--- src/sv/assert_macros.svh ---
// Assertion macros shared by the RTL files that carry checks.
// No dependencies; define ASSERT_OFF to compile every check away.
`ifndef ASSERT_MACROS_SVH
`define ASSERT_MACROS_SVH
`ifndef ASSERT_OFF
`define ASSERT_ALWAYS(lbl, ck, rs, expr, msg) \
  lbl: assert property (@(posedge ck) disable iff (rs) (expr)) else $error(msg);
`define ASSERT_IMPLIES(lbl, ck, rs, ante, cons, msg) \
  lbl: assert property (@(posedge ck) disable iff (rs) (ante) |-> (cons)) else $error(msg);
`define ASSERT_NEXT(lbl, ck, rs, ante, cons, msg) \
  lbl: assert property (@(posedge ck) disable iff (rs) (ante) |=> (cons)) else $error(msg);
`else
`define ASSERT_ALWAYS(lbl, ck, rs, expr, msg)
`define ASSERT_IMPLIES(lbl, ck, rs, ante, cons, msg)
`define ASSERT_NEXT(lbl, ck, rs, ante, cons, msg)
`endif
`endif

--- src/sv/ipv4_ttl_pkg.sv ---
// Shared constants, types and control structs for the IPv4 TTL rewrite core.
// No dependencies; used by the controller, the datapath and the top level.
package ipv4_ttl_pkg;

  localparam int MAX_HEADER_BYTES = 60;
  localparam int MIN_HEADER_BYTES = 20;
  // IHL * 4 reaches 60, so header counters are six bits wide.
  localparam int HDR_CNT_W = 6;
  localparam int HDR_IDX_W = $clog2(MAX_HEADER_BYTES);
  localparam int SUM_W     = 22;
  localparam int WORD_W    = 16;

  localparam logic [HDR_CNT_W-1:0] TTL_POS     = HDR_CNT_W'(8);
  localparam logic [HDR_CNT_W-1:0] CSUM_HI_POS = HDR_CNT_W'(10);
  localparam logic [HDR_CNT_W-1:0] CSUM_LO_POS = HDR_CNT_W'(11);

  typedef enum logic [1:0] {
    VERD_FWD = 2'd0,
    VERD_BAD = 2'd1,
    VERD_TTL = 2'd2
  } verdict_t;

  typedef enum logic [2:0] {
    ST_HDR,
    ST_PASS,
    ST_DROP_BAD,
    ST_DROP_TTL,
    ST_EMIT
  } state_t;

  typedef struct packed {
    logic     take_hdr;
    logic     cnt_clear;
    logic     end_hdr;
    logic     load_out;
    verdict_t out_verdict;
    logic     issue;
  } cmd_t;

  typedef struct packed {
    logic first;
    logic bad_ihl;
    logic hdr_end;
    logic ttl_exp;
    logic path_free;
    logic can_issue;
    logic emit_final;
    logic hdr_last;
  } status_t;

endpackage

--- src/sv/ipv4_ttl_dp.sv ---
// Datapath: header store, byte counter, word sum, read stage and output register.
// Depends on ipv4_ttl_pkg; driven by ipv4_ttl_ctrl through cmd_t.
module ipv4_ttl_dp (
  input  logic                  clk,
  input  logic                  rst,
  input  ipv4_ttl_pkg::cmd_t    cmd,
  output ipv4_ttl_pkg::status_t st,
  input  logic [7:0]            in_byte,
  input  logic                  in_last,
  output logic                  out_valid,
  input  logic                  out_ready,
  output logic [7:0]            out_byte,
  output logic                  out_last,
  output logic [1:0]            out_verdict
);

  localparam int CW = ipv4_ttl_pkg::HDR_CNT_W;
  localparam int IW = ipv4_ttl_pkg::HDR_IDX_W;
  localparam int SW = ipv4_ttl_pkg::SUM_W;
  localparam int WW = ipv4_ttl_pkg::WORD_W;
  localparam logic [CW-1:0] LEN_MIN = CW'(ipv4_ttl_pkg::MIN_HEADER_BYTES);
  localparam logic [CW-1:0] LEN_MAX = CW'(ipv4_ttl_pkg::MAX_HEADER_BYTES);

  logic [7:0]    header_store [ipv4_ttl_pkg::MAX_HEADER_BYTES];
  logic [CW-1:0] byte_count;
  logic [CW-1:0] header_length;
  logic [SW-1:0] word_sum;
  logic [7:0]    ttl;
  logic          pkt_last;
  logic [CW-1:0] emit_idx;
  logic          s1_valid;
  logic [7:0]    rd_data;
  logic [CW-1:0] s1_idx;
  logic          s1_last;

  logic [CW-1:0] len_now;
  logic [CW-1:0] cnt_inc;
  logic [7:0]    byte_mod;
  logic [WW-1:0] word_add;
  logic [SW-1:0] word_sum_next;
  logic [WW:0]   fold1;
  logic [WW-1:0] fold2;
  logic [WW-1:0] csum;
  logic          out_free;
  logic          s1_adv;
  logic [7:0]    s1_byte;

  assign len_now = (byte_count == '0) ? {in_byte[3:0], 2'b00} : header_length;
  assign cnt_inc = byte_count + CW'(1);

  // Rewritten header byte as it enters the sum: TTL lowered, checksum zeroed.
  always_comb begin
    if (byte_count == ipv4_ttl_pkg::TTL_POS) begin
      byte_mod = (in_byte != 8'd0) ? in_byte - 8'd1 : 8'd0;
    end else if (byte_count == ipv4_ttl_pkg::CSUM_HI_POS ||
                 byte_count == ipv4_ttl_pkg::CSUM_LO_POS) begin
      byte_mod = 8'd0;
    end else begin
      byte_mod = in_byte;
    end
  end

  assign word_add      = byte_count[0] ? {8'd0, byte_mod} : {byte_mod, 8'd0};
  assign word_sum_next = ((byte_count == '0) ? '0 : word_sum) + SW'(word_add);

  // End-around fold: two passes bring a 22-bit sum down to 16 bits.
  assign fold1 = (WW+1)'(word_sum[WW-1:0]) + (WW+1)'(word_sum[SW-1:WW]);
  assign fold2 = fold1[WW-1:0] + WW'(fold1[WW]);
  assign csum  = ~fold2;

  assign out_free = !out_valid || out_ready;
  assign s1_adv   = s1_valid && out_free;

  always_comb begin
    st.first      = (byte_count == '0);
    st.bad_ihl    = (byte_count == '0) && (len_now < LEN_MIN || len_now > LEN_MAX);
    st.hdr_end    = (cnt_inc == len_now);
    st.ttl_exp    = (ttl <= 8'd1);
    st.path_free  = !s1_valid && out_free;
    st.can_issue  = !s1_valid || s1_adv;
    st.emit_final = (emit_idx == header_length - CW'(1));
    st.hdr_last   = pkt_last;
  end

  always_ff @(posedge clk) begin
    if (cmd.take_hdr) begin
      header_store[byte_count[IW-1:0]] <= in_byte;
    end
    if (cmd.issue) begin
      rd_data <= header_store[emit_idx[IW-1:0]];
    end
  end

  always_ff @(posedge clk) begin
    if (rst) begin
      byte_count    <= '0;
      header_length <= '0;
      word_sum      <= '0;
    end else begin
      if (cmd.cnt_clear) begin
        byte_count <= '0;
      end else if (cmd.take_hdr) begin
        byte_count <= cnt_inc;
      end
      if (cmd.take_hdr) begin
        word_sum <= word_sum_next;
        if (byte_count == '0) begin
          header_length <= len_now;
        end
      end
    end
  end

  always_ff @(posedge clk) begin
    if (cmd.take_hdr && byte_count == ipv4_ttl_pkg::TTL_POS) begin
      ttl <= in_byte;
    end
    if (cmd.end_hdr) begin
      pkt_last <= in_last;
    end
    if (cmd.issue) begin
      s1_idx  <= emit_idx;
      s1_last <= pkt_last && st.emit_final;
    end
  end

  always_ff @(posedge clk) begin
    if (rst) begin
      emit_idx <= '0;
      s1_valid <= 1'b0;
    end else begin
      if (cmd.end_hdr) begin
        emit_idx <= '0;
      end else if (cmd.issue) begin
        emit_idx <= emit_idx + CW'(1);
      end
      if (cmd.issue) begin
        s1_valid <= 1'b1;
      end else if (s1_adv) begin
        s1_valid <= 1'b0;
      end
    end
  end

  // Patch TTL and checksum bytes on their way out of the store.
  always_comb begin
    if (s1_idx == ipv4_ttl_pkg::TTL_POS) begin
      s1_byte = ttl - 8'd1;
    end else if (s1_idx == ipv4_ttl_pkg::CSUM_HI_POS) begin
      s1_byte = csum[WW-1:8];
    end else if (s1_idx == ipv4_ttl_pkg::CSUM_LO_POS) begin
      s1_byte = csum[7:0];
    end else begin
      s1_byte = rd_data;
    end
  end

  always_ff @(posedge clk) begin
    if (rst) begin
      out_valid <= 1'b0;
    end else if (s1_adv || cmd.load_out) begin
      out_valid <= 1'b1;
    end else if (out_ready) begin
      out_valid <= 1'b0;
    end
  end

  always_ff @(posedge clk) begin
    if (s1_adv) begin
      out_byte    <= s1_byte;
      out_last    <= s1_last;
      out_verdict <= ipv4_ttl_pkg::VERD_FWD;
    end else if (cmd.load_out) begin
      if (cmd.out_verdict == ipv4_ttl_pkg::VERD_FWD) begin
        out_byte <= in_byte;
        out_last <= in_last;
      end else begin
        out_byte <= 8'd0;
        out_last <= 1'b1;
      end
      out_verdict <= cmd.out_verdict;
    end
  end

endmodule

--- src/sv/ipv4_ttl_ctrl.sv ---
// Controller: packet phase state machine that sequences the datapath.
// Depends on ipv4_ttl_pkg; pairs with ipv4_ttl_dp.
module ipv4_ttl_ctrl (
  input  logic                  clk,
  input  logic                  rst,
  input  logic                  in_valid,
  output logic                  in_ready,
  input  logic                  in_last,
  input  ipv4_ttl_pkg::status_t st,
  output ipv4_ttl_pkg::cmd_t    cmd
);

  ipv4_ttl_pkg::state_t state;
  ipv4_ttl_pkg::state_t state_next;
  logic                 accept;

  assign in_ready = (state != ipv4_ttl_pkg::ST_EMIT) && st.path_free;
  assign accept   = in_valid && in_ready;

  always_ff @(posedge clk) begin
    if (rst) begin
      state <= ipv4_ttl_pkg::ST_HDR;
    end else begin
      state <= state_next;
    end
  end

  always_comb begin
    state_next      = state;
    cmd             = '0;
    cmd.out_verdict = ipv4_ttl_pkg::VERD_FWD;
    case (state)
      ipv4_ttl_pkg::ST_HDR: begin
        if (accept) begin
          if (st.bad_ihl) begin
            if (in_last) begin
              cmd.load_out    = 1'b1;
              cmd.out_verdict = ipv4_ttl_pkg::VERD_BAD;
            end else begin
              state_next = ipv4_ttl_pkg::ST_DROP_BAD;
            end
          end else begin
            cmd.take_hdr = 1'b1;
            if (st.hdr_end) begin
              cmd.cnt_clear = 1'b1;
              if (st.ttl_exp) begin
                if (in_last) begin
                  cmd.load_out    = 1'b1;
                  cmd.out_verdict = ipv4_ttl_pkg::VERD_TTL;
                end else begin
                  state_next = ipv4_ttl_pkg::ST_DROP_TTL;
                end
              end else begin
                cmd.end_hdr = 1'b1;
                state_next  = ipv4_ttl_pkg::ST_EMIT;
              end
            end else if (in_last) begin
              cmd.cnt_clear   = 1'b1;
              cmd.load_out    = 1'b1;
              cmd.out_verdict = ipv4_ttl_pkg::VERD_BAD;
            end
          end
        end
      end
      ipv4_ttl_pkg::ST_PASS: begin
        if (accept) begin
          cmd.load_out = 1'b1;
          if (in_last) begin
            state_next = ipv4_ttl_pkg::ST_HDR;
          end
        end
      end
      ipv4_ttl_pkg::ST_DROP_BAD: begin
        if (accept && in_last) begin
          cmd.load_out    = 1'b1;
          cmd.out_verdict = ipv4_ttl_pkg::VERD_BAD;
          state_next      = ipv4_ttl_pkg::ST_HDR;
        end
      end
      ipv4_ttl_pkg::ST_DROP_TTL: begin
        if (accept && in_last) begin
          cmd.load_out    = 1'b1;
          cmd.out_verdict = ipv4_ttl_pkg::VERD_TTL;
          state_next      = ipv4_ttl_pkg::ST_HDR;
        end
      end
      ipv4_ttl_pkg::ST_EMIT: begin
        if (st.can_issue) begin
          cmd.issue = 1'b1;
          if (st.emit_final) begin
            // A header that closed the packet leaves no payload to pass.
            if (st.hdr_last) begin
              state_next = ipv4_ttl_pkg::ST_HDR;
            end else begin
              state_next = ipv4_ttl_pkg::ST_PASS;
            end
          end
        end
      end
      default: begin
        state_next = ipv4_ttl_pkg::ST_HDR;
      end
    endcase
  end

endmodule

--- src/sv/ipv4_ttl_checksum_rewrite_core.sv ---
// Top level of the IPv4 TTL decrement and header checksum rewrite core.
// Depends on ipv4_ttl_pkg, ipv4_ttl_ctrl, ipv4_ttl_dp and assert_macros.svh.
//
//   Channel   Direction  Signals                          Contents
//   s_axis    in         tvalid tready tdata[7:0] tlast   packet byte, last mark
//   m_axis    out        tvalid tready tdata[7:0] tlast   byte, last mark,
//                        tuser[1:0]                       verdict
//
// While m_axis accepts, header bytes go in at one per cycle, a good header drains
// from the header store at one byte per cycle through a registered read, and
// payload beats pass at one per cycle. No input beat is taken while the header
// drains; nothing but a drop verdict comes out until the header ends.
// Reset (rst, synchronous) returns to awaiting a header; the store needs no clear.
// A stall on m_axis holds the output register and, through it, s_axis.
`include "assert_macros.svh"

module ipv4_ttl_checksum_rewrite_core (
  input  logic       clk,
  input  logic       rst,
  input  logic       s_axis_tvalid,
  output logic       s_axis_tready,
  input  logic [7:0] s_axis_tdata,   // [7:0] in_byte
  input  logic       s_axis_tlast,
  output logic       m_axis_tvalid,
  input  logic       m_axis_tready,
  output logic [7:0] m_axis_tdata,   // [7:0] out_byte
  output logic       m_axis_tlast,
  output logic [1:0] m_axis_tuser    // [1:0] verdict
);

  ipv4_ttl_pkg::cmd_t    cmd;
  ipv4_ttl_pkg::status_t st;

  // Phase sequencing: header collect, emit, pass, discard.
  ipv4_ttl_ctrl u_ctrl (
    .clk      (clk),
    .rst      (rst),
    .in_valid (s_axis_tvalid),
    .in_ready (s_axis_tready),
    .in_last  (s_axis_tlast),
    .st       (st),
    .cmd      (cmd)
  );

  // Store, sum, checksum fold and the output register.
  ipv4_ttl_dp u_dp (
    .clk         (clk),
    .rst         (rst),
    .cmd         (cmd),
    .st          (st),
    .in_byte     (s_axis_tdata),
    .in_last     (s_axis_tlast),
    .out_valid   (m_axis_tvalid),
    .out_ready   (m_axis_tready),
    .out_byte    (m_axis_tdata),
    .out_last    (m_axis_tlast),
    .out_verdict (m_axis_tuser)
  );

  // A drop verdict is a single zero beat that closes the packet.
  `ASSERT_IMPLIES(a_verdict_beat, clk, rst, m_axis_tvalid && m_axis_tuser != ipv4_ttl_pkg::VERD_FWD, m_axis_tlast && m_axis_tdata == 8'd0, "drop verdict beat not last or nonzero")
  // While the header drains, the input side stays closed.
  `ASSERT_IMPLIES(a_emit_blocks_input, clk, rst, cmd.issue, !s_axis_tready, "input open during header emission")
  // Header end resets the byte counter for the next packet.
  `ASSERT_NEXT(a_hdr_end_clears, clk, rst, cmd.end_hdr, st.first, "byte counter not cleared at header end")

endmodule
--- config.mk ---
export PLATFORM = sky130hd
export DESIGN_NAME = ipv4_ttl_checksum_rewrite_core
export DESIGN_NICKNAME = d
export VERILOG_FILES = /design/src/sv/ipv4_ttl_pkg.sv /design/src/sv/ipv4_ttl_dp.sv /design/src/sv/ipv4_ttl_ctrl.sv /design/src/sv/ipv4_ttl_checksum_rewrite_core.sv
export VERILOG_INCLUDE_DIRS = /design/src /design/src/sv
export SDC_FILE = /design/constraint.sdc
export NUM_CORES = 1
export LEC_CHECK = 0
export BUFFER_PORTS_ARGS = -buffer_cell sky130_fd_sc_hd__buf_2
export CAP_MARGIN = 0
export CORE_ASPECT_RATIO = 2
export CORE_MARGIN = 1
export CORE_UTILIZATION = 45
export CTS_CLUSTER_DIAMETER = 60
export CTS_CLUSTER_SIZE = 14
export DETAILED_ROUTE_END_ITERATION = 8
export GPL_TIMING_DRIVEN = 1
export HOLD_SLACK_MARGIN = 0.06
export PLACE_DENSITY = 0.66
export SLEW_MARGIN = 20
export SYNTH_ARGS = -nofsm -noshare
export SYNTH_HDL_FRONTEND = slang
export SYNTH_SLANG_ARGS = --single-unit
export TNS_END_PERCENT = 10
--- constraint.sdc ---
create_clock -name clk -period 6.4 [get_ports clk]
set_clock_uncertainty 0.15 [all_clocks]
set_input_delay 0.64 -clock clk [delete_from_list [all_inputs] [get_ports clk]]
set_output_delay 0.64 -clock clk [all_outputs]
set_load 0.01 [all_outputs]
* Yosys cells after proc, flatten, opt, wreduce, memory -nomap -nowiden
Memories as Yosys holds them, arrays and structs flattened. A register that Yosys moved wholly into a read port is not among the register bits. Index checks and enable logic that the tools add are counted.
Word-level totals: bits in registers 72, memory bits (writable) 480, input bits 13, word-level logic and storage cells 129, memories kept 1
Memory list:
- u_dp.header_store | depth 60, width 8, read ports 1, clocked after Yosys merged registers in 1, write ports 1, RTL line ipv4_ttl_dp.sv:24 | logic [7:0] header_store [ipv4_ttl_pkg::MAX_HEADER_BYTES];
Cells by class: add/sub/neg operators 8, order comparisons 3, equality and inequality tests 22, muxes and demuxes 53, bitwise operators 1, reduce and logical (&&, ||, !) cells 27
Operators by type and width (number):
- 2-to-1 mux 8 bit | 9
- 2-to-1 mux 3 bit | 20
- == test 6 x 4 -> 1 bit (second input constant) | 6
- adder 22 x 16 -> 22 bit | 1
- 2-to-1 mux 22 bit | 1
- adder 16 x 6 -> 17 bit | 1
- 2-to-1 mux 1 bit | 17
- adder 16 x 1 -> 16 bit | 1
- 2-to-1 mux 16 bit | 1
- NOT 16 bit | 1
- subtractor 8 x 1 -> 8 bit (second input constant) | 2
- adder 6 x 1 -> 6 bit (second input constant) | 2
- == test 6 bit | 2
- 2-to-1 mux 6 bit | 2
- one-hot mux 3 bit (4 select lines) | 1
- inequality test 3 bit (second input constant) | 3
- AND reduction 9 bit | 1
- less-or-equal comparator 8 x 1 -> 1 bit (second input constant) | 1
- logical AND 1 bit | 8
- inequality test 2 x 1 -> 1 bit (second input constant) | 4
- nonzero test 8 bit | 1
- == test 3 x 2 -> 1 bit (second input constant) | 2
- > comparator 6 bit (second input constant) | 1
- logical NOT 6 bit | 1
- 15 further kinds | 25

* Depth between registers and ports, before layout
depth in word-level cells 12, gate-level depth with buffers 21

* Cells and area by module
From an unflattened synthesis, not the netlist that was laid out.
Second synthesis, totals: cells, all modules 1511, area total of the unflattened synthesis 24763.8 µm²
By module, submodules not included:
- ipv4_ttl_dp | times used 1, cells each 1468, area each 24418.4 µm²
- ipv4_ttl_ctrl | times used 1, cells each 43, area each 345.3 µm²

* Least setup slack after synthesis
No wires, ideal clock.
path kind reg-to-reg, from register u_dp.byte_count[0], to register u_dp.word_sum[18], arrival 4.148 ns, required time 6.179 ns, slack 2.031 ns, stages on the path, launching flop included 20, path through dfxtp_1 -> clkbuf_1 -> inv_1 -> clkbuf_1 -> ha_1 -> o31ai_1 -> a21oi_1 -> nor2_1 -> ha_1 -> inv_1 -> fa_1 -> nor2b_1 -> o21a_1 -> o21ai_0 -> a211oi_1 -> o21ai_0 -> o211ai_1 -> a21oi_1 -> or3_1 -> a21oi_1
On the way: cells in the longest elaborated chain, start to end 8, elaborated cells between the ends (all ways) 18, classes of those cells add/sub (1); order compare (2); eq/ne (3); mux (8); reduce/logical (4)
RTL lines:
- start: declaration | RTL line ipv4_ttl_dp.sv:25 | logic [CW-1:0] byte_count;
- start signal: assignment | RTL line ipv4_ttl_dp.sv:103 | byte_count <= cnt_inc;
- branches (longest 8 deep; another with adder 22 x 16 -> 22 bit)
- end signal: assignment | RTL line ipv4_ttl_dp.sv:106 | word_sum <= word_sum_next;
- end: declaration | RTL line ipv4_ttl_dp.sv:27 | logic [SW-1:0] word_sum;
Several ways; the timed one is not identified. A chain may end at the register's enable or synchronous reset.

* Final worst setup path
from register u_dp.byte_count[1], to register u_dp.word_sum[18]
The elaborated chain is that of the path after synthesis.

==> out/metrics.cfg <==
[drt]
drt-vias-per-instance=5.951
ant_nets=0
drt-total-wl_mm=57.73
drc=4
drt_first_pass_iters=9
routedWlPerCell_um=26.33
num_vias=13050
drt_iter0_drc=919

[sta]
hold_violations=0
setup_violations=0
drv_slew=0
rsz0062_at_grt=no
relSlewSlack_pct=27.38
worst_pin_slew_ps=1086
fin_crit_ps=4784
period_share_pct=74.74
fin_tns_setup_ps=0
fmax_ghz=0.2090

[global_route]
grtUsageMet2_pct=40.51
grt_pass1_wl_mm=86.81
grt_max_degree=66
antenna_found_initial=3
grtUsageTotal_pct=21.61
grt-ovfl-total=0
gr-max-usage-layer=met2
met3_usage_pct=2.420
grt_use_met1_pct=23.15
first_global_vias=13590

[layout]
nFillCells=4374
diodes=0
area_growth_syn_to_layout_pct=8.741
fin_nets=1553
drive_above_1_share_pct=17.48
utilization_pct=49.33

[worst_hold_path]
min_path_type=in2reg

[floorplan]
io_pins=26
fp.dieW_um=166.1
core-area_sq_mm=0.05345
rows=120
dieArea_sq_mm=0.05487
start_util_pct=45.37
die_h_um=330.3

[clocking]
numClockSinks=560
hold_buffers=0
clockBufferDepth=3
cts_setup_buffers=0
clock-root-buffer=clkbuf_16
cts_tree=done
clk_latency_ps=600
cts_buffers=45
htreeDepth=2
cts.repair.resized=0
path_clk_slew_ps=70

[job]
drv_cap=0

[logic_synthesis]
synth_cell_types=73
avgSynthCellArea_sq_um=16.38
synth-seq-area-share_pct=67.41
synth-seq-cells=560
ys.flop_type=edfxtp_1
synth.cell_area_sq_mm=0.02425
synth_edf_count=513
synth_nets=1528
syn_inst=1480
ys_warn_count=0
async_flop_share_pct=0

[pwr]
peakVddDrop_v=0.0002351
power.leakage_uw=0.008068
power_density_mw_per_mm2=272.5

[worst_setup_path]
rr_worst_depth=17
startpoint_type=register
reg2reg_to=u_dp.word_sum[18]
endpoint=u_dp.word_sum[18]
worstPathRequired_ps=6770
crit_start=u_dp.byte_count[1]
rr_startpoint=u_dp.byte_count[1]
crit_type=reg2reg
end_kind=register
critical_path_arrival_ps=5150
rrSetupSlack_ps=1620
crit_fanout=8

[placement]
dp_hpwl_mm=39.25
gp_congestion=0.8661
port-buffer-count=25

[outcome]
outcome=finished, violations left
violations=design-rule violations

## Yosys cell counts (26+ instances only)
cell type / n / share of area, %
nor2_1: 155 / 2.4
xnor2_1: 47 / 1.7
ha_1: 33 / 1.7
clkbuf_1: 47 / 0.73
xor2_1: 29 / 1.0
dfxtp_1: 47 / 3.9
a21oi_1: 48 / 0.99
mux4_2: 152 / 14
inv_1: 26 / 0.40
o21ai_0: 40 / 0.83
edfxtp_1: 513 / 64
nand2_1: 95 / 1.5
## flip-flops by register name, summed over array words and instances (netlist names), 8 cells and up
| signal | flops |
|---|---|
| u_dp.rd_data | 8 |
| u_dp.word_sum | 22 |
| u_dp.header_store | 480 |
| u_dp.ttl | 8 |
| u_dp.out_byte | 8 |
## critical path, stage by stage, from the launching register on
cell,delay (ps)
dfxtp_1,480
inv_1,150
ha_1,260
o31ai_1,770
a21oi_1,210
nor2_1,140
ha_1,200
inv_1,70
fa_1,390
nor2b_1,160
o21a_1,160
o21ai_0,140
a211oi_1,310
o21ai_0,220
o211ai_1,220
a21oi_1,170
or3_1,370
a21oi_1,140
## final cells by class
class / count / area [sq um] / share of cell area (%)
tap: 671 / 839.6 / 3.184
timing repair buffer: 51 / 332.8 / 1.262
inverter: 26 / 97.59 / 0.3701
multi-input combinational: 821 / 7492 / 28.41
clock inverter: 2 / 36.28 / 0.1376
clock buffer: 62 / 1211 / 4.593
sequential: 560 / 16360 / 62.04
## worst min-delay path by stage
stage	depth (start not counted)	startpoint	endpoint	slack, ps
4_1_cts	1	s_axis_tlast	u_dp.pkt_last	210
3_3_place_gp	2	u_dp.out_verdict[0]	u_dp.out_verdict[0]	310
3_5_place_dp	2	u_dp.out_verdict[0]	u_dp.out_verdict[0]	320
2_1_floorplan	0	u_dp.emit_idx[3]	u_dp.s1_idx[3]	260
6_report	1	s_axis_tlast	u_dp.pkt_last	240
5_1_grt	1	s_axis_tlast	u_dp.pkt_last	240
## power breakdown
group / internal [uW] / switching (uW) / leakage (uW) / total [uW]
combinational: 183 / 369 / 0.00246 / 552
clock: 1310 / 1230 / 0.000602 / 2550
sequential: 4040 / 49.1 / 0.00500 / 4090
## metal layers
metal	share of wire [%]	up-vias
met3	3.5	136
li1	-	5820
met4	6.6	0
met2	55	352
met5	0	-
met1	35	6743
## logic make-up (layout without fill, tap and decap cells)
kind of cell    Yosys count  count (layout)  share of synthesized area, %
compound gates          160             160                         4.164
mux                     164             164                         14.66
flops                   560             560                         67.41
simple gates            386             386                         7.441
buf+inv                  99             141                         1.708
fa+ha+maj                35              35                         1.868
xor+xnor                 76              76                         2.745
## cell usage in the layout (no fill, tap or decap), types with 3 or more instances in the layout
master,n
clkbuf_1,16
a21o_1,3
nor4_1,6
a21oi_1,47
nor4b_1,3
mux2i_1,11
nand4_1,6
o211ai_1,7
dfxtp_1,43
nor2_1,155
a211oi_1,17
a31oi_1,6
edfxtp_1,513
or4_1,4
nand2_1,95
nor3_1,20
nor2b_1,10
clkbuf_16,46
inv_1,26
nand3_1,23
buf_4,25
and3_1,7
and2_1,25
dfxtp_4,3
mux4_2,152
o21a_1,6
nand2b_1,11
o21ai_0,40
buf_2,25
xnor2_1,47
xor2_1,29
nand3b_1,4
a211o_1,4
ha_1,33
## stage by stage
step	std cells	total power, uW	hold slack (ps)	instance area [sq um]	worst slack, ps
after floorplan	1480	4495	256.4	24250	2031
after global placement	2129	4707	314.9	25120	1637
after detailed placement	2129	4721	318.6	25120	1551
after CTS	2193	7236	210.8	26370	1618
after global routing	2193	7389	237.1	26370	1255
final	2193	7185	244.5	26370	1616
Power figures use the tool's default switching activity.
